## src/rtl/core/h2s_pkg.sv

```systemverilog
// shared types, constants and the root-factor function for the pixel converter
package h2s_pkg;

  localparam int ROOT_SHIFT = 30;
  localparam int ROOT_COUNT = 25;
  localparam logic [15:0] SRGB_INV_EXP = 16'd1707;
  localparam logic [31:0] ALPHA_SCALE = 32'd65536;
  localparam logic [8:0] LIN_MUL = 9'd323;
  localparam logic [7:0] SRGB_MUL = 8'd211;
  localparam logic [4:0] DIV_BY = 5'd25;
  localparam logic [27:0] DIV_RECIP = 28'd171798691;

  typedef enum logic [1:0] {
    CFG_EXPOSURE_SCALE,
    CFG_USE_CUSTOM_GAMMA,
    CFG_INVERSE_GAMMA,
    CFG_IGNORE_ALPHA
  } cfg_index_e;

  typedef struct packed {
    logic [31:0] exposure_scale;
    logic        use_custom_gamma;
    logic [15:0] inverse_gamma;
    logic        ignore_alpha;
  } cfg_t;

  // q30 value of 2^(-2^-k)
  function automatic logic [29:0] root_q30(input int k);
    longint unsigned r;
    longint unsigned v;
    longint unsigned b;
    longint unsigned res;
    int j;
    int s;
    r = 64'd1 << (ROOT_SHIFT - 1);
    for (j = 1; j <= k; j++) begin
      v = r << ROOT_SHIFT;
      res = 64'd0;
      b = 64'd1 << 62;
      for (s = 0; s < 32; s++) begin
        if (b > v) b = b >> 2;
      end
      for (s = 0; s < 32; s++) begin
        if (b != 64'd0) begin
          if (v >= res + b) begin
            v = v - (res + b);
            res = (res >> 1) + b;
          end else begin
            res = res >> 1;
          end
          b = b >> 2;
        end
      end
      r = res;
    end
    return r[29:0];
  endfunction

endpackage

```

## src/rtl/core/h2s_encode.sv

```systemverilog
// four-stage curve select, divide by 25, offset and byte scaling
module h2s_encode import h2s_pkg::*; #(
  parameter int FRACTION_BITS = 16
) (
  input  logic                   clk,
  input  logic                   adv,
  input  cfg_t                   cfg,
  input  logic [FRACTION_BITS:0] x,
  input  logic [FRACTION_BITS:0] a,
  output logic [7:0]             byte_out
);
  localparam int F = FRACTION_BITS;
  localparam int MW = F + 1;
  localparam int VW = F + 5;
  localparam int AW = F + 8;
  localparam int PW = VW + 28;
  localparam logic [MW-1:0] ONE = {1'b1, {F{1'b0}}};
  localparam logic [MW-1:0] THRESH = MW'((64'd31308 << F) / 64'd10000000);
  localparam logic [MW-1:0] OFFSET = MW'((64'd55 << F) / 64'd1000);

  logic          lin;
  logic [VW-1:0] v_lin;
  logic [AW-1:0] v_srgb;
  logic [VW-1:0] v_q;
  logic [MW-1:0] a_q;
  logic          lin_q;
  logic [PW-1:0] p2;
  logic [MW-1:0] q0_q;
  logic [VW-1:0] v_q2;
  logic [MW-1:0] a_q2;
  logic          lin_q2;
  logic [VW-1:0] rem;
  logic [MW-1:0] q;
  logic [MW-1:0] yv;
  logic [MW-1:0] y_q;
  logic [MW+7:0] bp;

  always_comb begin
    lin = (x <= THRESH);
    v_lin = VW'(x) * VW'(LIN_MUL);
    v_srgb = AW'(a) * AW'(SRGB_MUL);
    p2 = PW'(v_q) * PW'(DIV_RECIP);
    rem = v_q2 - VW'(q0_q) * VW'(DIV_BY);
    q = (rem >= VW'(DIV_BY)) ? q0_q + MW'(1) : q0_q;
    if (cfg.use_custom_gamma) begin
      yv = a_q2;
    end else if (lin_q2) begin
      yv = q;
    end else begin
      yv = (q > OFFSET) ? q - OFFSET : '0;
    end
    if (yv > ONE) yv = ONE;
    bp = (MW+8)'(y_q) * (MW+8)'(8'hFF);
  end

  always_ff @(posedge clk) begin
    if (adv) begin
      v_q <= lin ? v_lin : v_srgb[AW-1:3];
      a_q <= a;
      lin_q <= lin;
      q0_q <= p2[PW-1:32];
      v_q2 <= v_q;
      a_q2 <= a_q;
      lin_q2 <= lin_q;
      y_q <= yv;
      byte_out <= bp[F+7:F];
    end
  end

endmodule

```

## config.mk

```make
export PLATFORM = sky130hd
export DESIGN_NAME = h2s_encode
export DESIGN_NICKNAME = d
export VERILOG_FILES = /design/src/rtl/core/h2s_pkg.sv /design/src/rtl/core/h2s_encode.sv
export SDC_FILE = /design/constraint.sdc
export NUM_CORES = 1
export LEC_CHECK = 0
export ABC_AREA = 0
export BUFFER_PORTS_ARGS = -buffer_cell sky130_fd_sc_hd__buf_4
export CAP_MARGIN = 10
export CORE_MARGIN = 2
export CORE_UTILIZATION = 59
export CTS_CLUSTER_SIZE = 20
export DETAILED_ROUTE_END_ITERATION = 8
export MAX_ROUTING_LAYER = met4
export PLACE_DENSITY = 0.85
export SLEW_MARGIN = 20
export SYNTH_ARGS = -nofsm -noshare
export SYNTH_HDL_FRONTEND = slang
export SYNTH_SLANG_ARGS = --single-unit
```

## constraint.sdc

```tcl
create_clock -name clk -period 7.4 [get_ports clk]
set_clock_uncertainty 0.1 [all_clocks]
set_input_delay 1.48 -clock clk [delete_from_list [all_inputs] [get_ports clk]]
set_output_delay 1.48 -clock clk [all_outputs]
set_load 0.03 [all_outputs]
```

Word-level counts from Yosys, hierarchy flattened
Index checks and enable logic that the tools add are counted.

Register bits: 120. Latch bits: 0. Bits in writable memories: 0. ROM bits: 0. Input bits: 86. Output and inout bits: 8. Logic and storage cells: 26. Memories: 0.

Add/subtract/negate cells: 3. Multiply operators: 5. Divide/modulo/power cells: 0. Magnitude comparators: 4. Equal/unequal tests: 0. Shift-type cells: 0. Mux-type cells: 5. Bitwise operators: 0. Reduce and logical (&&, ||, !) cells: 0.

Operators by type and width (number): two-way mux 17 bit (4); multiplier 21 x 28 -> 49 bit, second input constant (1); multiplier 17 x 8 -> 24 bit, second input constant (2); >= comparator 21 x 5 -> 1 bit, second input constant (1); multiplier 17 x 5 -> 21 bit, second input constant (1); multiplier 17 x 9 -> 21 bit, second input constant (1); two-way mux 21 bit (1); subtractor 21 bit (1); adder 17 x 1 -> 17 bit, second input constant (1); > comparator 17 x 12 -> 1 bit, second input constant (1); > comparator 17 bit, second input constant (1); less-or-equal comparator 17 x 8 -> 1 bit, second input constant (1); subtractor 17 x 12 -> 17 bit, second input constant (1).

Longest topological paths before layout
Gate-level depths: netlist of run 1.

Depth in word-level cells: 9. Depth in mapped cells: 29.

Worst setup path after synthesis of run 1
No wires, ideal clock.

Kind: register to register. From: register q0_q[3]. To: register y_q[0] (data pin). Setup time: 0.256 ns. Arrival: 6.816 ns. Data required time: 7.044 ns. Path slack: 0.227 ns. Stages on the path, launching flop included: 29. Cells stage by stage: edfxtp_1 ha_1 inv_1 fa_1 inv_1 fa_1 inv_1 ha_1 clkbuf_1 a21o_1 a2111oi_0 o21ai_1 a22o_1 or4_4 nor4_4 nand3_1 clkbuf_1 nand2_1 xnor2_1 ha_1 and2b_2 nand4_1 a21boi_2 a41oi_2 a2111oi_4 xnor2_1 o31ai_4 buf_6 nor2_2.

Longest elaborated chain between the ends: 9. Elaborated cells on any way between the ends: 11. Those cells by class: add/sub (3); mul (1); order compare (3); mux (4).

RTL lines: start: declaration (RTL line h2s_encode.sv:28) `logic [MW-1:0] q0_q;`; start signal: assignment (RTL line h2s_encode.sv:61) `q0_q <= p2[PW-1:32];`; multiplier 17 x 5 -> 21 bit (RTL line h2s_encode.sv:43) `rem = v_q2 - VW'(q0_q) * VW'(DIV_BY);`; subtractor 21 bit (RTL line h2s_encode.sv:43); >= comparator 21 x 5 -> 1 bit (RTL line h2s_encode.sv:44) `q = (rem >= VW'(DIV_BY)) ? q0_q + MW'(1) : q0_q;`; two-way mux 17 bit (*) (RTL line h2s_encode.sv:44); subtractor 17 x 12 -> 17 bit / > comparator 17 x 12 -> 1 bit (equally long branches) (RTL line h2s_encode.sv:50) `yv = (q > OFFSET) ? q - OFFSET : '0;`; two-way mux 17 bit (RTL line h2s_encode.sv:50); two-way mux 17 bit (*) (RTL line h2s_encode.sv:47) `end else if (lin_q2) begin`; two-way mux 17 bit (*) (RTL line h2s_encode.sv:45) `if (cfg.use_custom_gamma) begin`; > comparator 17 bit (RTL line h2s_encode.sv:52) `if (yv > ONE) yv = ONE;`; end signal: assignment (RTL line h2s_encode.sv:65) `y_q <= yv;`; end: declaration (RTL line h2s_encode.sv:35) `logic [MW-1:0] y_q;`.

Every way passes the cells marked *; elsewhere a longest branch is shown, timed or not. A chain may end at the register's enable or synchronous reset.

Worst setup path after layout of run 1
From: register v_q[5]. To: register q0_q[12] (data pin).

Longest elaborated chain between the ends: 1.

RTL lines: start: declaration (RTL line h2s_encode.sv:24) `logic [VW-1:0] v_q;`; start signal: assignment (RTL line h2s_encode.sv:58) `v_q <= lin ? v_lin : v_srgb[AW-1:3];`; multiplier 21 x 28 -> 49 bit (RTL line h2s_encode.sv:42) `p2 = PW'(v_q) * PW'(DIV_RECIP);`; via p2[44] (RTL line h2s_encode.sv:27) `logic [PW-1:0] p2;`.

The timed path passes the listed nets, and every way through them passes these cells.

==> impl_metrics.toml, run 1 <==
[grt]
grt_start_max_net_pins = 95
grt_pass1_wl_microns = 91410
grt_pass1_vias = 18360
overflow = 0
antenna_found_initial = 1
grt_use_total = 0.2869

[min_path]
min_delay_path_depth = 0
worstHoldPathType = "reg -> reg"
hold_end = "a_q2[0]"
hp-start = "a_q[0]"

[logic_synthesis]
synth.area.mux_share = 0.006095
syn_avg_cell_area_sq_um = 10.20
synthesis.nets = 3255
ys_ff_latch = 120
synthSimpleGateAreaFrac = 0.06347
synthCells = 2335
synth_top_family_by_area = "adder cells"
synth_fa_ha_area_frac = 0.5479
ys_warn_count = 0
synthFlopType = "edfxtp_1"
synth_edf_count = 120
synth-async-reset-ratio = 0
ys_seq_area_frac = 0.1513
yosysUniqueCellTypes = 88
syn-cell-area_sq_um = 23810
synth_compound_area_frac = 0.08002
synthXorXnorAreaFrac = 0.03899

[timing]
maxSlewViolCount = 0
fin_crit_ns = 7.266
slew_headroom = 0.4382
timing.fmax_mhz = 137.6
setup_tns_ns = 0
finalSetupViolations = 0
setup_ws_ns = 0.1338
hold_viol_final = 0
tightest_slew_ns = 0.8427
period_share = 0.9819

[critical_path]
slowest_delay_ns = 0.63
crit_slowest_cell = "fa_2"
r2r_slack_ns = 0.13
r2r_cells = 23
cp-start-kind = "register"
cpMostUsedCell = "fa_1"
critPathMaxFanout = 3
path_buf_inv = 6
crit_family = "adder cells"
critPathRequiredTime_ns = 7.47
critPathKind = "reg -> reg"
critical_path.cell_chain = "fa_2, inv_2, fa_1, inv_1, fa_1, inv_1, fa_1, fa_1, inv_2, fa_1, fa_2, ha_2, and4_1, nand3_1, o41ai_4, o221ai_2, a211oi_4, a221oi_2, buf_4, o22ai_2, buf_4, nor2_1, xnor2_1"
reg2reg_to = "q0_q[12]"
end_kind = "register"
r2r-start = "v_q[5]"
critical_path_arrival_ns = 7.34

[placed_design]
routabilityCongestion = 0.9972
io_buffers = 44
placed_area_sq_um = 25370
hpwl_microns = 46360
pre_cts_ws_ns = -0.4553

[floorplan]
start_util = 0.5980
die_w_microns = 204.9
fp.dieH_microns = 204.9
die_area_sq_um = 41980
coreArea_sq_um = 39820
rows = 73
io_pins = 94

[routing]
drt_iter0_markers = 1034
vias = 17010
dr.pass1.iters = 7
ant_nets = 0
routedWlPerCell_microns = 18.45
wl_microns = 56020
routed_via_density = 5.599
route.detailed.drc = 0

[clocking]
htree_levels = 4
clock-root-buffer = "clkbuf_16"
clock_path_buffers = 2
cts_made_buffers = 17
cts_sinks = 120
clk_pin_slew_ns = 0.06
clk_latency_ns = 0.44
cts_tree = "done"

[final_layout]
final_core_util = 0.6623
final_nets = 3417
drive_above_1_share = 0.1127
fin_area_sq_um = 26380
syn2layout_area_growth_pct = 10.76
fill_cells = 2843

[flow_run]
drv_cap = 0

[run_status]
status = "complete, no violations"
[cell usage after synthesis (7+ instances only)]
library cell,instances,area (sq um)
a22oi_1,7,52.55
a21o_1,26,195.2
o21bai_1,13,97.59
nor3_1,22,110.1
o21ai_0,40,200.2
xnor2_1,75,656.9
nand4_1,15,93.84
a211oi_1,10,75.07
and3_1,12,75.07
edfxtp_1,120,3603
nor2_1,64,240.2
o21a_1,14,105.1
fa_1,348,6967
xor2_1,31,271.5
ha_1,486,6081
clkbuf_1,18,67.56
mux2_2,8,90.09
nor2b_1,7,43.79
nand3b_1,10,75.07
nand2_1,58,217.7
o211ai_1,9,67.56
or3_1,16,100.1
inv_1,682,2560
a31oi_1,9,56.30
a21oi_1,80,400.4
nand3_1,24,120.1
[metal layers]
layer | global-route usage | up-vias | share of wire
met4 | 0.1012 | 0 | 0.040
met2 | 0.4905 | 565 | 0.51
met3 | 0.03850 | 176 | 0.053
met1 | 0.3497 | 8420 | 0.40
li1 | - | 7844 | -
met5 | - | - | 0
[worst max-delay path by stage]
stage / from / endpoint / slack [ns] / depth (start not counted)
CTS: v_q[6] / q0_q[12] / 0.009 / 22
detailed placement: v_q[6] / q0_q[16] / -0.46 / 21
global route: q0_q[1] / y_q[4] / -0.07 / 28
floorplan: q0_q[3] / y_q[0] / 0.23 / 28
global placement: v_q[6] / q0_q[16] / -0.12 / 22
finish: v_q[5] / q0_q[12] / 0.13 / 23
[worst reg2reg max path, stage by stage, from the launching register on]
cell and delay, ns:
edfxtp_1 0.50, fa_2 0.63, inv_2 0.04, fa_1 0.47, inv_1 0.05, fa_1 0.50
inv_1 0.05, fa_1 0.46, fa_1 0.51, inv_2 0.04, fa_1 0.48, fa_2 0.40
ha_2 0.33, and4_1 0.28, nand3_1 0.25, o41ai_4 0.43, o221ai_2 0.21, a211oi_4 0.34
a221oi_2 0.12, buf_4 0.17, o22ai_2 0.27, buf_4 0.18, nor2_1 0.05, xnor2_1 0.13
[placed cells by master, fill, tap and decap left out, types with 10 or more instances in the layout]
master,count
inv_1,679
ha_1,476
fa_1,345
buf_4,161
edfxtp_1,120
a21oi_1,78
xnor2_1,74
nor2_1,64
nand2_1,57
o21ai_0,35
xor2_1,31
a21o_1,26
nand3_1,24
nor3_1,21
clkbuf_16,17
or3_1,16
nand4_1,15
o21a_1,14
o21bai_1,13
and3_1,12
nand3b_1,10
[cells by family (layout without fill, tap and decap cells)]
logic type,after synthesis,in the layout
other cells,0,2
buf+inv,704,879
mux,13,13
fa+ha+maj,834,834
simple gates,283,283
flops,120,120
compound gates,275,275
xor+xnor,106,106
[sequential cells by signal, indices dropped and copies added, names as in the netlist]
name,cells
byte_out,8
q0_q,17
a_q,17
lin_q,1
y_q,17
lin_q2,1
v_q2,21
a_q2,17
v_q,21
[what timing repair did]
item / in CTS / in global routing
pin swaps: 0 / 25
hold buffers: 0 / 0
endpoints found under the setup margin: 23 / 24
resized for setup: 6 / 41
buffers inserted: 0 / 31
[metrics by stage]
stage          instances  hold slack [ns]
4_1_cts             3004           0.3182
3_3_place_gp        2972           0.3029
6_report            3037           0.3171
2_1_floorplan       2335           0.3003
3_5_place_dp        2972           0.3045
5_1_grt             3037           0.3224
[final cells by class]
| cell class | count | area [sq um] | share of cell area |
|---|---|---|---|
| tap | 525 | 656.9 | 0.02491 |
| multi-input combinational | 1511 | 17750 | 0.6729 |
| inverter | 682 | 2560 | 0.09706 |
| sequential | 120 | 3603 | 0.1366 |
| clock inverter | 14 | 116.4 | 0.004412 |
| antenna | 2 | 5.005 | 0.0001898 |
| timing repair buffer | 165 | 1257 | 0.04768 |
| clock buffer | 18 | 429.2 | 0.01627 |
Power of run 1 is not shown: default switching activity piles up to over one toggle a cycle in this logic, so the estimate is an artifact.
==> run 2, diff against run 1 <==
--- a/config.mk
+++ b/config.mk
@@ -14,7 +14,7 @@
 export DETAILED_ROUTE_END_ITERATION = 8
 export MAX_ROUTING_LAYER = met4
 export PLACE_DENSITY = 0.85
-export SLEW_MARGIN = 20
+export RECOVER_POWER = 25
 export SYNTH_ARGS = -nofsm -noshare
 export SYNTH_HDL_FRONTEND = slang
 export SYNTH_SLANG_ARGS = --single-unit
==> run 2 against run 1 <==
- the flow now finishes with violations (max-capacitance violations, max-slew violations)
- maximum frequency increased by 0.60%
- highest routed layer unchanged
- die area unchanged
- sequential cell count unchanged
- via count about the same
- register-to-register slack improved by 0.04 ns
- worst hold slack about the same
- global-route usage unchanged
- sequential share of layout area increased by 0.068 points
- first-iteration DRC count increased by 7.7%
==> impl_metrics.toml, run 2 (synthesis results as in run 1) <==
[clocking]
cts_tree = "done"
htree_levels = 4
cts_sinks = 120
clk_pin_slew_ns = 0.06
clock-root-buffer = "clkbuf_16"
cts_made_buffers = 17
clock_path_buffers = 2
clk_latency_ns = 0.43
hold_buffers = 0

[run_status]
violations = "max-capacitance violations, max-slew violations"
status = "finished with violations"

[critical_path]
critical_path_arrival_ns = 7.30
cpMostUsedCell = "fa_1"
critical_path.cell_chain = "fa_2, inv_2, fa_1, inv_1, fa_1, inv_1, fa_1, fa_1, inv_2, fa_1, fa_2, ha_2, and4_1, nand3_1, o41ai_4, o221ai_2, a211oi_4, a221oi_2, buf_4, o22ai_2, buf_4, nor2_1, xnor2_1"
crit_family = "adder cells"
critPathRequiredTime_ns = 7.48
path_buf_inv = 6
r2r_slack_ns = 0.18
slowest_delay_ns = 0.63
crit_slowest_cell = "fa_2"
cp-start-kind = "register"
end_kind = "register"
critPathKind = "reg -> reg"
critPathMaxFanout = 3

[routing]
dr.pass1.iters = 5
ant_nets = 0
route.detailed.drc = 0
routed_via_density = 5.601
routedWlPerCell_microns = 18.45
drt_iter0_markers = 1114
vias = 17010
wl_microns = 56020

[placed_design]
placed_area_sq_um = 25370
hpwl_microns = 46360
routabilityCongestion = 0.9972
io_buffers = 44

[grt]
grt_use_total = 0.2869
antenna_found_initial = 1
grt_pass1_vias = 18360
grt_pass1_wl_microns = 91410
overflow = 0
grt_start_max_net_pins = 95

[timing]
fin_crit_ns = 7.223
timing.fmax_mhz = 138.5
hold_viol_final = 0
period_share = 0.9761
setup_tns_ns = 0
tightest_slew_ns = 1.542
maxSlewViolCount = 28
finalSetupViolations = 0
slew_headroom = -0.02776

[final_layout]
mostFrequentLayoutCells = "679 x inv_1, 476 x ha_1, 345 x fa_1, 130 x buf_4, 120 x edfxtp_1"
drive_above_1_share = 0.09960
reg.largest.list = "v_q2 x21, v_q x21"
final_nets = 3417
final_core_util = 0.6590
syn2layout_area_growth_pct = 10.21
final_common_cell = "inv_1"
fin_area_sq_um = 26240

[floorplan]
coreArea_sq_um = 39820
die_area_sq_um = 41980
rows = 73
start_util = 0.5980
fp.dieH_microns = 204.9
die_w_microns = 204.9
io_pins = 94

[min_path]
worstHoldPathType = "reg -> reg"

[flow_run]
drv_cap = 1
[run 2: layout make-up]
| type | count | area (sq um) |
|---|---|---|
| Tap cell | 525 | 656.9 |
| Multi-Input combinational cell | 1511 | 17750 |
| Timing Repair Buffer | 165 | 1126 |
| Sequential cell | 120 | 3603 |
| Antenna cell | 2 | 5.005 |
| Clock inverter | 14 | 116.4 |
| Clock buffer | 18 | 429.2 |
| Inverter | 682 | 2560 |
| Fill cell | 2901 | 13580 |
[run 2: path summary, 6_finish.rpt]
kind / from / endpoint / depth (start not counted)
setup / recovery: v_q[5] / q0_q[12] / 23
setup reg to reg: v_q[5] / q0_q[12] / 23
hold / removal: a_q[0] / a_q2[0] / 0
hold reg to reg: a_q[0] / a_q2[0] / 0
[run 2: repair_timing]
item / CTS / global route
gates cloned: 0 / 0
buffers inserted: 0 / 31
setup endpoints to repair: 23 / 24
pin swaps: 0 / 25
resized for setup: 6 / 41
[run 2: stage by stage]
stage / hold slack [ns] / setup WS (ns) / std cells
floorplan: 0.3003 / 0.2274 / 2335
CTS: 0.3182 / 0.008691 / 3004
global route: 0.3224 / -0.06735 / 3037
finish: 0.3169 / 0.1772 / 3037
detailed placement: 0.3045 / -0.4553 / 2972
global placement: 0.3029 / -0.1187 / 2972
[run 2: worst reg2reg max path: cells and delay by family, from the launching register on]
kind | cells | cell delay, ns
flops | 1 | 0.49
xor+xnor | 1 | 0.12
buf+inv | 6 | 0.53
compound gates | 5 | 1.35
simple gates | 3 | 0.56
fa+ha+maj | 8 | 3.78
[run 2: layer usage]
metal / global-route usage / wire length [microns]
met1: 0.3497 / 22400
met2: 0.4905 / 28320
met3: 0.03850 / 3121
met4: 0.1012 / 2180
met5: - / 0
Power of run 2 is left out for the same reason.
