File: config.mk
export PLATFORM = sky130hd
export DESIGN_NAME = h2s_half_fix
export DESIGN_NICKNAME = d
export VERILOG_FILES = /design/src/rtl/core/h2s_pkg.sv /design/src/rtl/core/h2s_half_fix.sv
export SDC_FILE = /design/constraint.sdc
export NUM_CORES = 1
export LEC_CHECK = 0
export ABC_AREA = 1
export BUFFER_PORTS_ARGS = -buffer_cell sky130_fd_sc_hd__buf_2
export CAP_MARGIN = 20
export CORE_MARGIN = 8
export CORE_UTILIZATION = 60
export DETAILED_ROUTE_END_ITERATION = 6
export PLACE_DENSITY = 0.78
export SLEW_MARGIN = 20
export SYNTH_ARGS = -nofsm -noshare
export SYNTH_HDL_FRONTEND = slang
export SYNTH_SLANG_ARGS = --single-unit
File: constraint.sdc
create_clock -name clk -period 6.7 [get_ports clk]
set_input_delay 1.34 -clock clk [delete_from_list [all_inputs] [get_ports clk]]
set_output_delay 1.34 -clock clk [all_outputs]
set_load 0.02 [all_outputs]
File: src/rtl/core/h2s_pkg.sv
// shared types, constants and the root-factor function for the pixel converter
package h2s_pkg;

  localparam int ROOT_SHIFT = 30;
  localparam int ROOT_COUNT = 25;
  localparam logic [15:0] SRGB_INV_EXP = 16'd1707;
  localparam logic [31:0] ALPHA_SCALE = 32'd65536;
  localparam logic [8:0] LIN_MUL = 9'd323;
  localparam logic [7:0] SRGB_MUL = 8'd211;
  localparam logic [4:0] DIV_BY = 5'd25;
  localparam logic [27:0] DIV_RECIP = 28'd171798691;

  typedef enum logic [1:0] {
    CFG_EXPOSURE_SCALE,
    CFG_USE_CUSTOM_GAMMA,
    CFG_INVERSE_GAMMA,
    CFG_IGNORE_ALPHA
  } cfg_index_e;

  typedef struct packed {
    logic [31:0] exposure_scale;
    logic        use_custom_gamma;
    logic [15:0] inverse_gamma;
    logic        ignore_alpha;
  } cfg_t;

  // q30 value of 2^(-2^-k)
  function automatic logic [29:0] root_q30(input int k);
    longint unsigned r;
    longint unsigned v;
    longint unsigned b;
    longint unsigned res;
    int j;
    int s;
    r = 64'd1 << (ROOT_SHIFT - 1);
    for (j = 1; j <= k; j++) begin
      v = r << ROOT_SHIFT;
      res = 64'd0;
      b = 64'd1 << 62;
      for (s = 0; s < 32; s++) begin
        if (b > v) b = b >> 2;
      end
      for (s = 0; s < 32; s++) begin
        if (b != 64'd0) begin
          if (v >= res + b) begin
            v = v - (res + b);
            res = (res >> 1) + b;
          end else begin
            res = res >> 1;
          end
          b = b >> 2;
        end
      end
      r = res;
    end
    return r[29:0];
  endfunction

endpackage

File: src/rtl/core/h2s_half_fix.sv
// two-stage half-float to clamped fixed-point fraction
module h2s_half_fix import h2s_pkg::*; #(
  parameter int FRACTION_BITS = 16
) (
  input  logic                     clk,
  input  logic                     adv,
  input  logic [15:0]              half,
  input  logic [31:0]              scale,
  output logic [FRACTION_BITS:0]   x
);
  localparam int F = FRACTION_BITS;
  localparam int PW = 43;
  localparam int SW = PW + 29;
  localparam logic [F:0] ONE = {1'b1, {F{1'b0}}};

  logic        pos_inf;
  logic        kill;
  logic [10:0] sig;
  logic [4:0]  eeff;
  logic [PW-1:0] prod;
  logic [4:0]  eeff_q;
  logic        pos_inf_q;
  logic        kill_q;
  logic [SW-1:0] wide;

  always_comb begin
    pos_inf = (half[14:10] == 5'h1F) && (half[9:0] == 10'd0) && !half[15];
    kill = (half[14:10] == 5'h1F) ? !pos_inf : half[15];
    sig = (half[14:10] != 5'd0) ? {1'b1, half[9:0]} : {1'b0, half[9:0]};
    eeff = (half[14:10] != 5'd0) ? half[14:10] : 5'd1;
    wide = (SW'(prod) << (eeff_q - 5'd1)) >> (40 - F);
  end

  always_ff @(posedge clk) begin
    if (adv) begin
      prod <= PW'(sig) * PW'(scale);
      eeff_q <= eeff;
      pos_inf_q <= pos_inf;
      kill_q <= kill;
      if (pos_inf_q) begin
        x <= ONE;
      end else if (kill_q) begin
        x <= '0;
      end else if (wide > SW'(ONE)) begin
        x <= ONE;
      end else begin
        x <= wide[F:0];
      end
    end
  end

endmodule

======== Word-level counts from Yosys, hierarchy flattened ========
Cells that the tools add are included.
cells by class
  magnitude comparators ................... 1
  $mul .................................... 1
  $add $sub $neg .......................... 1
  reduce and logical (&&, ||, !) cells .... 7
  shifts and indexed selects .............. 1
  eq/ne operators ......................... 1
  multiplexer cells ....................... 4
operator list
  cell                    count
  $shl A43 B5 Y72         1
  $gt A48 B17 Y1 const B  1
  $mul A11 B32 Y43        1
  $mux W17                2
  $mux W11                1
  $logic_not A10 Y1       1
  $eq A5 B5 Y1 const B    1
  $reduce_bool A5 Y1      1
  $sub A5 B1 Y5 const B   1
  $reduce_or A3 Y1        1
  $logic_and A1 B1 Y1     2
  $logic_not A1 Y1        2
  $mux W1                 1
storage, ports and cells
  bits in registers ....................... 67
  bits of input ports ..................... 50
  word-level logic and storage cells ...... 22

======== Depth between registers and ports, before layout ========
Gate-level depths: netlist (run 1).
  depth after elaboration ................. 5
  depth in mapped cells ................... 26
  gate-level depth less buffers ........... 24

======== Least setup slack after synthesis (run 1) ========
Ideal clock, no wire load.
  kind .................................... in2reg
  from .................................... in half[2]
  to ...................................... reg prod[38] (data pin)
  arrival time ............................ 6024 ps
  slack ................................... 415 ps
  path buffers ............................ 2
  library setup time ...................... 261 ps
  cell stages on the path ................. 23
  path through ............................ clkbuf_1 -> clkbuf_1 -> nand2_1 -> fa_1 -> inv_1 -> fa_1 -> inv_1 -> fa_1 -> fa_1 -> fa_1 -> inv_1 -> ha_1 -> a21oi_1 -> o21ai_0 -> a21oi_1 -> inv_1 -> a21oi_1 -> o21ai_0 -> nand2_1 -> nand2_1 -> nand2_1 -> nand2_1 -> xor2_1
on the way
  longest elaborated chain between the ends .. 2
ends and longest elaborated chain
  what                  RTL line            source
  start, declared       h2s_half_fix.sv:7   input logic [15:0] half,
  $mux W11              h2s_half_fix.sv:29  sig = (half[14:10] != 5'd0) ? {1'b1, half[9:0]} : {1'b0, half[9:0]};
  $mul A11 B32 Y43      h2s_half_fix.sv:36  prod <= PW'(sig) * PW'(scale);
  end signal, assigned  h2s_half_fix.sv:36
  end, declared         h2s_half_fix.sv:20  logic [PW-1:0] prod;
Every way passes these cells.
A chain may end at the register's enable or synchronous reset.

======== Worst setup path in the final report (run 1) ========
  from .................................... in half[10]
  to ...................................... reg prod[33] (data pin)
on the way
  longest elaborated chain between the ends .. 3
ends and longest elaborated chain
  what                RTL line
  $reduce_bool A5 Y1  h2s_half_fix.sv:29
  $mux W11            h2s_half_fix.sv:29
  $mul A11 B32 Y43    h2s_half_fix.sv:36
Every way passes these cells.

==> flow_metrics.py, run 1 <==
metrics = {
    "routing": {
        "route.vias.total": 14470,
        "drt-total-wl_um": 40920,
        "routed_via_density": 5.533,
        "drt-initial-drc-count": 1166,
        "postRouteAntennaNets": 0,
        "drc": 0,
        "firstDrtPassIters": 6,
        "avgRoutedWirePerCell_um": 15.64,
    },
    "cells_and_area": {
        "final_layout_size_suffix_gt1_share_pct": 6.286,
        "multi_input_area_um2": 12010,
        "synthToLayoutAreaGrowth_pct": 4.900,
        "seqCellArea_um2": 2012,
        "final.fill_count": 2464,
        "utilization_pct": 64.10,
        "diodes": 0,
        "num-nets-final": 2671,
    },
    "die": {
        "rows": 60,
        "initial_core_util_pct": 61.10,
        "coreArea_um2": 26950,
        "die_h_um": 181.7,
        "dieArea_um2": 33000,
        "die_x_um": 181.7,
        "ioPinCount": 67,
    },
    "logic_synthesis": {
        "ys.flop_type": "edfxtp_1",
        "yosysTopAreaCell": "fa_1",
        "synth_edf_count": 67,
        "avgSynthCellArea_um2": 7.213,
        "yosys_warnings": 0,
        "syn_nets": 2684,
        "syn_area_um2": 16470,
        "synth_seq_area_share_pct": 12.22,
        "synth_top_area_share_pct": 32.70,
        "async_flop_share_pct": 0,
        "yosys_register_bits": 67,
        "synth_cells": 2283,
        "synth_area_leaders": "fa_1 33%, nand2_1 15%, edfxtp_1 12%",
        "ys_types": 40,
    },
    "grt": {
        "grt_pass1_vias": 15060,
        "use_met1_pct": 31.29,
        "grt_busiest_layer": "met2",
        "globalRouteTotalUtil_pct": 25.52,
        "antenna_found_initial": 0,
        "grt_overflow": 0,
        "grt_first_pass_wirelength_um": 70080,
        "met3_usage_pct": 3.293,
        "grt_max_degree": 68,
        "grt_use_met2_pct": 46.06,
    },
    "sta": {
        "timing_worst_slew_pin_value_ns": 0.9242,
        "max_freq_mhz": 155.9,
        "maxSlewViolCount": 0,
        "setup_viol": 0,
        "setup-tns-final_ns": 0,
        "finalHoldWorstSlack_ns": 0.5927,
        "layout_min_cycle_time_ns": 6.414,
        "finalCritPeriodShare_pct": 95.73,
        "hold_violations": 0,
        "skew_ns": 0.006176,
        "rsz0062_at_grt": "false",
        "maxSlewHeadroom_pct": 38.17,
    },
    "clock_network": {
        "cts_resized": 0,
        "clockBufferDepth": 2,
        "cts_hold_buffers": 0,
        "cts_sinks": 67,
        "cts_buffers": 9,
        "cts_tree": "built",
        "htreeDepth": 3,
        "post-cts-setup-buffers": 0,
        "cts_root_buf": "clkbuf_16",
        "clk_pin_slew_worst_paths_ns": 0.05,
        "clock_latency_ns": 0.34,
    },
    "critical_path": {
        "cp-start-kind": "input port",
        "required_ns": 6.78,
        "arrival_ns": 6.49,
        "cp-end-kind": "flip-flop",
        "crit_type": "input port to flip-flop",
        "crit_path_max_fanout": 33,
        "reg2reg_slack_ns": 2.13,
    },
    "pwr": {
        "finalPower_uw": 9232,
        "leakagePower_uw": 0.009588,
        "ir_drop_mv": 0.4297,
        "p_per_area_nw_per_um2": 534.4,
    },
    "hold_path": {
        "hold_path.class": "flip-flop to flip-flop",
    },
    "run": {
        "cap_violations": 0,
    },
    "status": {
        "outcome": "finished, final reports clean",
    },
    "place": {
        "globalplace.congestion": 0.9386,
        "io_buffer_count": 66,
        "dp_hpwl_um": 33850,
    },
}
cell usage after synthesis (3+ instances only):
master,instances
inv_2,5
fa_1,269
buf_2,26
nand2_2,9
a31oi_1,9
nor2_2,10
o21a_1,10
nor3_1,8
nand3_2,3
xnor2_1,12
o21bai_1,3
o21ai_1,5
a21oi_1,57
clkbuf_1,87
inv_1,499
nand4_1,8
edfxtp_1,67
xor2_1,28
and2_1,3
nor2_1,83
o21ai_0,34
nand3_1,267
nand3b_1,3
o211ai_1,3
nand2_1,664
buf_6,8
ha_1,82
nor4_1,5
worst max-delay path, stage by stage:
cell and delay, ns:
buf_2 0.12, nor3_1 0.19, nand2_1 0.12, buf_12 0.18, nand2_1 0.09, inv_1 0.05
fa_1 0.48, inv_1 0.05, fa_1 0.50, fa_1 0.44, fa_1 0.50, inv_1 0.05
fa_1 0.44, ha_1 0.37, nand2_1 0.12, nor2_1 0.25, a21oi_1 0.14, o21ai_0 0.29
buf_4 0.18, a21oi_1 0.05, o21ai_0 0.28, nand3_1 0.11, nand2_1 0.09, xor2_1 0.06
routing by layer:
layer / part of all wire (%) / up-vias / routed length [um]
met2: 50 / 509 / 20580
met4: 2.8 / 0 / 1144
li1: - / 6835 / -
met1: 40 / 7047 / 16510
met5: 0 / - / 0
met3: 6.6 / 83 / 2691
stage by stage:
| stage | instance area (um2) | setup WS [ns] | cells |
|---|---|---|---|
| after floorplan | 16470 | 0.4147 | 2283 |
| after global placement | 16970 | 0.1408 | 2600 |
| after detailed placement | 16970 | -0.004800 | 2600 |
| after CTS | 17280 | 0.3206 | 2616 |
| after global routing | 17280 | 0.01968 | 2616 |
| final | 17280 | 0.2860 | 2616 |
placed cells by master (no fill, tap or decap), types with 3 or more instances in the layout:
master     instances
edfxtp_1          67
nor2_2            10
nand4_1            8
xor2_1            28
nand3_1          267
o21a_1            10
o21ai_0           34
a21oi_1           57
and2_1             3
xnor2_1           12
nand2_2            9
o211ai_1           3
inv_1            499
o21bai_1           3
nand3_2            3
nand3b_1           3
buf_12             4
inv_2              5
buf_2             66
clkbuf_16          9
a31oi_1            9
buf_4             28
nor2_1            83
nor4_1             5
nand2_1          664
fa_1             269
ha_1              82
o21ai_1            5
nor3_1             8
state kept, by name (all words and copies together) (netlist names):
| name | count |
|---|---|
| prod | 43 |
| x | 17 |
| eeff_q | 5 |
| kill_q | 1 |
| pos_inf_q | 1 |
worst paths after layout:
kind | from | endpoint | cells after the start
setup reg to reg | eeff_q[0] | x[0] | 17
setup / recovery | half[10] | prod[33] | 24
hold reg to reg | pos_inf_q | x[16] | 2
hold / removal | pos_inf_q | x[16] | 2
logic make-up (layout without fill, tap and decap cells):
family	count (synthesis)	count (layout)	synth area share, %
buffers and inverters	626	618	14.83
DFF	67	67	12.22
and+or+nand+nor	1064	1064	27.08
xor gates and xnor gates	41	41	2.295
adders and majority gates	351	351	38.93
AOI/OAI and AO/OA	134	134	4.650
area by class of cell:
class | count | area share, %
inverters | 504 | 10.95
clock inverters | 5 | 0.4490
repair buffers | 98 | 3.592
clock buffers | 11 | 1.347
well taps | 341 | 2.470
flip-flops and latches | 67 | 11.65
multi-input cells | 1590 | 69.54
where the power goes:
part | internal [uW] | leakage (uW) | switching [uW] | total (uW)
sequential | 956 | 0.000670 | 84.3 | 1040
clock | 324 | 0.000150 | 170 | 494
combinational | 2880 | 0.00877 | 4820 | 7700
No activity file was read; power rests on OpenSTA's default activity.
==> run 2, diff against run 1 <==
==> constraint.sdc (replaced) <==
create_clock -name clk -period 7 [get_ports clk]
set_input_delay 1.4 -clock clk [delete_from_list [all_inputs] [get_ports clk]]
set_output_delay 1.4 -clock clk [all_outputs]
set_load 0.02 [all_outputs]
==> run 2 against run 1 <==
Effect of this change:
- critical path depth fell by 5
- largest cell class unchanged
- via count fell by 0.92%
- highest routed layer unchanged
- clock skew barely moved
- hold slack improved by 0.028 ns
- design area fell by 0.75%
==> flow_metrics.py, run 2 (synthesized netlist as in run 1, its figures left out) <==
metrics = {
    "hold_path": {
        "hold_path.class": "flip-flop to flip-flop",
        "hp-start": "pos_inf_q",
    },
    "cells_and_area": {
        "stdcell_area_um2": 17150,
        "top_register": "prod",
        "utilization_pct": 63.62,
        "largest_register_ffs": 43,
        "synthToLayoutAreaGrowth_pct": 4.110,
        "final.fill_count": 2404,
        "most-common-layout-cells": "664 x nand2_1, 499 x inv_1, 269 x fa_1",
        "num-nets-final": 2660,
        "final_layout_size_suffix_gt1_share_pct": 5.700,
        "reg_top3": "prod: 43 flops, x: 17 flops, eeff_q: 5 flops",
        "diodes": 0,
        "layout_commonest_cell": "nand2_1",
        "fin_cells": 2604,
    },
    "clock_network": {
        "post-cts-setup-buffers": 0,
        "htreeDepth": 3,
        "clockBufferDepth": 2,
        "cts_root_buf": "clkbuf_16",
        "clock_latency_ns": 0.34,
        "cts_tree": "built",
        "clk_pin_slew_worst_paths_ns": 0.05,
        "cts_hold_buffers": 0,
        "cts_buffers": 9,
        "cts_resized": 0,
        "cts_sinks": 67,
    },
    "sta": {
        "skew_ns": 0.006138,
        "timing_worst_slew_pin_value_ns": 0.9497,
        "rsz0062_at_grt": "false",
        "maxSlewHeadroom_pct": 36.46,
        "max_freq_mhz": 152.3,
        "layout_min_cycle_time_ns": 6.567,
        "setup_viol": 0,
        "hold_violations": 0,
        "finalCritPeriodShare_pct": 93.81,
        "setup-tns-final_ns": 0,
        "maxSlewViolCount": 0,
    },
    "pwr": {
        "p_per_area_nw_per_um2": 498.8,
        "ir_drop_mv": 0.4124,
        "swShare_pct": 55.96,
        "comb_power_share_pct": 83.4,
        "clockPowerShare_pct": 4.9,
        "p_sw_uw": 4785,
        "p_int_uw": 3766,
        "sequentialPowerShare_pct": 11.7,
        "leakagePower_uw": 0.009514,
    },
    "place": {
        "placed_cells": 2589,
        "dp_hpwl_um": 33340,
        "globalplace.congestion": 0.9218,
        "io_buffer_count": 66,
        "place_area_um2": 16870,
    },
    "die": {
        "initial_core_util_pct": 61.10,
        "die_x_um": 181.7,
        "rows": 60,
        "dieArea_um2": 33000,
        "die_h_um": 181.7,
        "ioPinCount": 67,
        "coreArea_um2": 26950,
    },
    "grt": {
        "grt_pass1_vias": 15000,
        "grt_max_degree": 68,
        "antenna_found_initial": 0,
        "grt_overflow": 0,
        "grt_first_pass_wirelength_um": 69210,
        "globalRouteTotalUtil_pct": 25.15,
    },
    "routing": {
        "wl_met1_um": 16500,
        "top_layer": "met4",
        "firstDrtPassIters": 5,
        "avgRoutedWirePerCell_um": 15.34,
        "postRouteAntennaNets": 0,
        "drc": 0,
        "route.vias.total": 14340,
        "dr_wl_met3_um": 2361,
        "drt-initial-drc-count": 1179,
        "routed_via_density": 5.507,
        "drt-total-wl_um": 39950,
        "wl_met2_um": 20070,
    },
    "status": {
        "outcome": "finished, final reports clean",
    },
    "critical_path": {
        "required_ns": 7.08,
        "arrival_ns": 6.65,
        "startpoint": "half[4]",
        "cp-start-kind": "input port",
        "cp-end-kind": "flip-flop",
        "timing.rr.start": "eeff_q[0]",
        "crit_type": "input port to flip-flop",
        "crit_path_max_fanout": 24,
    },
    "run": {
        "cap_violations": 0,
    },
}
==> run 2: worst paths after layout <==
path | to | slack (ns) | depth (start not counted)
worst max-delay path | prod[41] | 0.43 | 19
worst min-delay path | x[16] | 0.62 | 2
worst max register to register | x[1] | 2.48 | 17
worst min register to register | x[16] | 0.62 | 2
==> run 2: cell type report <==
type                    instances  area, um2  area share [%]
multi-input cells            1590      12010           70.07
repair buffers                 87      525.5           3.065
well taps                     341      426.7           2.489
clock buffers                  11      232.7           1.357
flip-flops and latches         67       2012           11.73
inverters                     504       1892           11.03
clock inverters                 4      42.54          0.2481
==> run 2: layer usage <==
metal / track usage, % / vias up
met5: 0 / -
met4: 7.248 / 0
met3: 2.575 / 76
met2: 45.43 / 516
met1: 31.46 / 6921
li1: - / 6828
==> run 2: power groups by stage <==
stage / sequential, uW / combinational [uW] / clock (uW)
6_report: 998 / 7130 / 422
5_1_grt: 1010 / 8080 / 444
3_5_place_dp: 1010 / 7060 / 0
3_3_place_gp: 1000 / 6970 / 0
2_1_floorplan: 976 / 5310 / 0
4_1_cts: 1000 / 7100 / 426
==> run 2: worst max-delay path: stages <==
cell and delay, ns:
buf_2 0.44, buf_4 0.28, nand2_1 0.08, fa_1 0.48, fa_1 0.51, fa_1 0.51
fa_1 0.49, inv_1 0.05, fa_1 0.44, ha_1 0.42, nand2_1 0.13, nor2_1 0.21
inv_1 0.08, nor4_1 0.48, nand3_1 0.18, nand3_1 0.23, nand2_1 0.08, nand3_1 0.08
xor2_1 0.06
==> run 2: through the flow <==
step	hold WS (ns)	setup WS, ns	total power, uW
2_1_floorplan	0.4911	0.6547	6288
3_3_place_gp	0.6113	0.1655	7976
3_5_place_dp	0.6032	0.2293	8065
4_1_cts	0.6139	0.5544	8525
5_1_grt	0.6259	0.1871	9536
6_report	0.6209	0.4330	8552
==> run 3, diff against run 2 <==
--- a/config.mk
+++ b/config.mk
@@ -8,6 +8,7 @@
 export ABC_AREA = 1
 export BUFFER_PORTS_ARGS = -buffer_cell sky130_fd_sc_hd__buf_2
 export CAP_MARGIN = 20
+export CORE_ASPECT_RATIO = 0.6
 export CORE_MARGIN = 8
 export CORE_UTILIZATION = 60
 export DETAILED_ROUTE_END_ITERATION = 6
==> run 3 against run 2 <==
Effect of this change:
- global-route usage up 1.6 points
- sequential power down 0.6%
- fmax about the same
- die area up 0.53%
- design area up 0.46%
- first-iteration DRC count up 23%
- hold slack worse by 0.11 ns
- sequential share of layout area down 0.054 points
- wire length up 6.3%
- utilization down 0.49 points
- register-to-register slack better by 0.24 ns
- cell count up 0.92%
- highest routed layer unchanged
==> flow_metrics.py, run 3 (synthesized netlist as in run 1, its figures left out) <==
metrics = {
    "pwr": {
        "clockPowerShare_pct": 5.5,
        "p_per_area_nw_per_um2": 506.8,
        "sequentialPowerShare_pct": 11.4,
        "comb_power_share_pct": 83.1,
        "p_sw_uw": 4907,
        "ir_drop_mv": 0.3633,
        "p_int_uw": 3823,
        "swShare_pct": 56.21,
        "leakagePower_uw": 0.009527,
    },
    "cells_and_area": {
        "diodes": 0,
        "seqCellArea_um2": 2012,
        "top_register": "prod",
        "layout_commonest_cell": "nand2_1",
        "largest_register_ffs": 43,
        "reg_top3": "prod: 43 flops, x: 17 flops, eeff_q: 5 flops",
        "final_layout_size_suffix_gt1_share_pct": 5.794,
        "num-nets-final": 2657,
        "multi_input_area_um2": 12010,
        "most-common-layout-cells": "664 x nand2_1, 499 x inv_1, 269 x fa_1",
        "final.fill_count": 2476,
        "synthToLayoutAreaGrowth_pct": 4.589,
    },
    "sta": {
        "setup_viol": 0,
        "setup-tns-final_ns": 0,
        "finalCritPeriodShare_pct": 93.87,
        "finalHoldWorstSlack_ns": 0.5123,
        "maxSlewViolCount": 0,
        "maxSlewHeadroom_pct": 34.90,
        "max_freq_mhz": 152.2,
        "layout_min_cycle_time_ns": 6.571,
        "skew_ns": 0.003497,
        "hold_violations": 0,
        "timing_worst_slew_pin_value_ns": 0.9731,
        "rsz0062_at_grt": "false",
    },
    "critical_path": {
        "arrival_ns": 6.67,
        "cp-start-kind": "input port",
        "worst-path-buf-inv": 4,
        "required_ns": 7.10,
        "crit_slowest_cell": "fa_1",
        "critPathMaxStageDelay_ns": 0.58,
        "path_cells": "buf_2 > buf_4 > nand2_1 > fa_1 > fa_1 > fa_1 > fa_1 > fa_1 > inv_1 > ha_1 > a21oi_1 > inv_1 > a31oi_1 > o21ai_0 > a21oi_1 > nand3_1 > nand2_1 > nand3_1 > xor2_1",
        "crit_type": "input port to flip-flop",
        "crit_path_max_fanout": 27,
        "cp-end-kind": "flip-flop",
        "path_common_cell": "fa_1",
        "path_delay_family": "adder cells",
    },
    "routing": {
        "routed_via_density": 5.532,
        "drt-initial-drc-count": 1452,
        "postRouteAntennaNets": 0,
        "firstDrtPassIters": 6,
        "drt-total-wl_um": 42450,
        "drc": 0,
        "route.vias.total": 14540,
        "avgRoutedWirePerCell_um": 16.15,
    },
    "clock_network": {
        "cts_resized": 0,
        "clockBufferDepth": 2,
        "cts_root_buf": "clkbuf_16",
        "htreeDepth": 3,
        "cts_tree": "built",
        "post-cts-setup-buffers": 0,
        "cts_buffers": 9,
        "clk_pin_slew_worst_paths_ns": 0.06,
        "clock_latency_ns": 0.35,
        "cts_hold_buffers": 0,
        "cts_sinks": 67,
    },
    "grt": {
        "globalRouteTotalUtil_pct": 26.75,
        "grt_pass1_vias": 14930,
        "grt_overflow": 0,
        "grt_first_pass_wirelength_um": 72930,
        "grt_max_degree": 68,
        "antenna_found_initial": 0,
    },
    "run": {
        "cap_violations": 0,
    },
    "place": {
        "dp_hpwl_um": 34730,
        "globalplace.congestion": 0.9690,
        "io_buffer_count": 66,
    },
    "die": {
        "dieArea_um2": 33180,
        "initial_core_util_pct": 60.35,
        "ioPinCount": 67,
        "die_h_um": 144.3,
        "die_x_um": 229.9,
        "rows": 47,
        "coreArea_um2": 27290,
    },
    "status": {
        "outcome": "finished, final reports clean",
    },
    "hold_path": {
        "hold_path.class": "flip-flop to flip-flop",
    },
}
-- run 3: cell types whose count changed in the layout (fill, tap and decap cells not counted), moves of 2 or more --
cell and delta:
clkbuf_1 -2, inv_6 +3, clkinv_1 -2, buf_12 +3
buf_4 -6, clkinv_4 +2
-- run 3: area by class of cell --
type,count,area share [%]
flip-flops and latches,67,11.68
well taps,367,2.666
clock buffers,9,1.308
clock inverters,7,0.4722
inverters,504,10.98
repair buffers,84,3.138
multi-input cells,1590,69.75
-- run 3: path summary, 6_finish.rpt --
| check | startpoint | to | slack, ns | depth (start not counted) |
|---|---|---|---|---|
| max | half[4] | prod[41] | 0.43 | 19 |
| min | pos_inf_q | x[16] | 0.51 | 2 |
| max reg2reg | eeff_q[0] | x[14] | 2.72 | 17 |
| min reg2reg | pos_inf_q | x[16] | 0.51 | 2 |
-- run 3: through the flow --
step	worst slack (ns)	utilization, %	power (uW)	area, um2	instances
global route	0.1071	63.12	9779	17220	2628
global placement	0.2442	62.00	8036	16920	2612
detailed placement	0.1490	62.00	8128	16920	2612
CTS	0.5048	63.12	8658	17220	2628
finish	0.4291	63.12	8729	17220	2628
floorplan	0.6547	-	6288	16470	2283
-- run 3: worst min-delay path, cell delays in order (launching register included) --
cell	delay, ns
edfxtp_1	0.32
inv_1	0.04
nand2_1	0.05
-- run 3: per-layer routing --
layer	track usage, %	up-vias	wire length, um	share of wire (%)
li1	-	6825	-	-
met1	38.73	7006	19240	45
met2	42.31	652	18690	44
met3	4.545	55	3966	9.3
met4	5.050	0	554	1.3
met5	0	-	0	0
-- run 3: power by group through the flow --
stage | combinational (uW) | sequential (uW) | clock [uW]
finish | 7260 | 992 | 479
global route | 8270 | 1010 | 501
CTS | 7180 | 992 | 482
detailed placement | 7130 | 998 | 0
global placement | 7040 | 997 | 0
floorplan | 5310 | 976 | 0
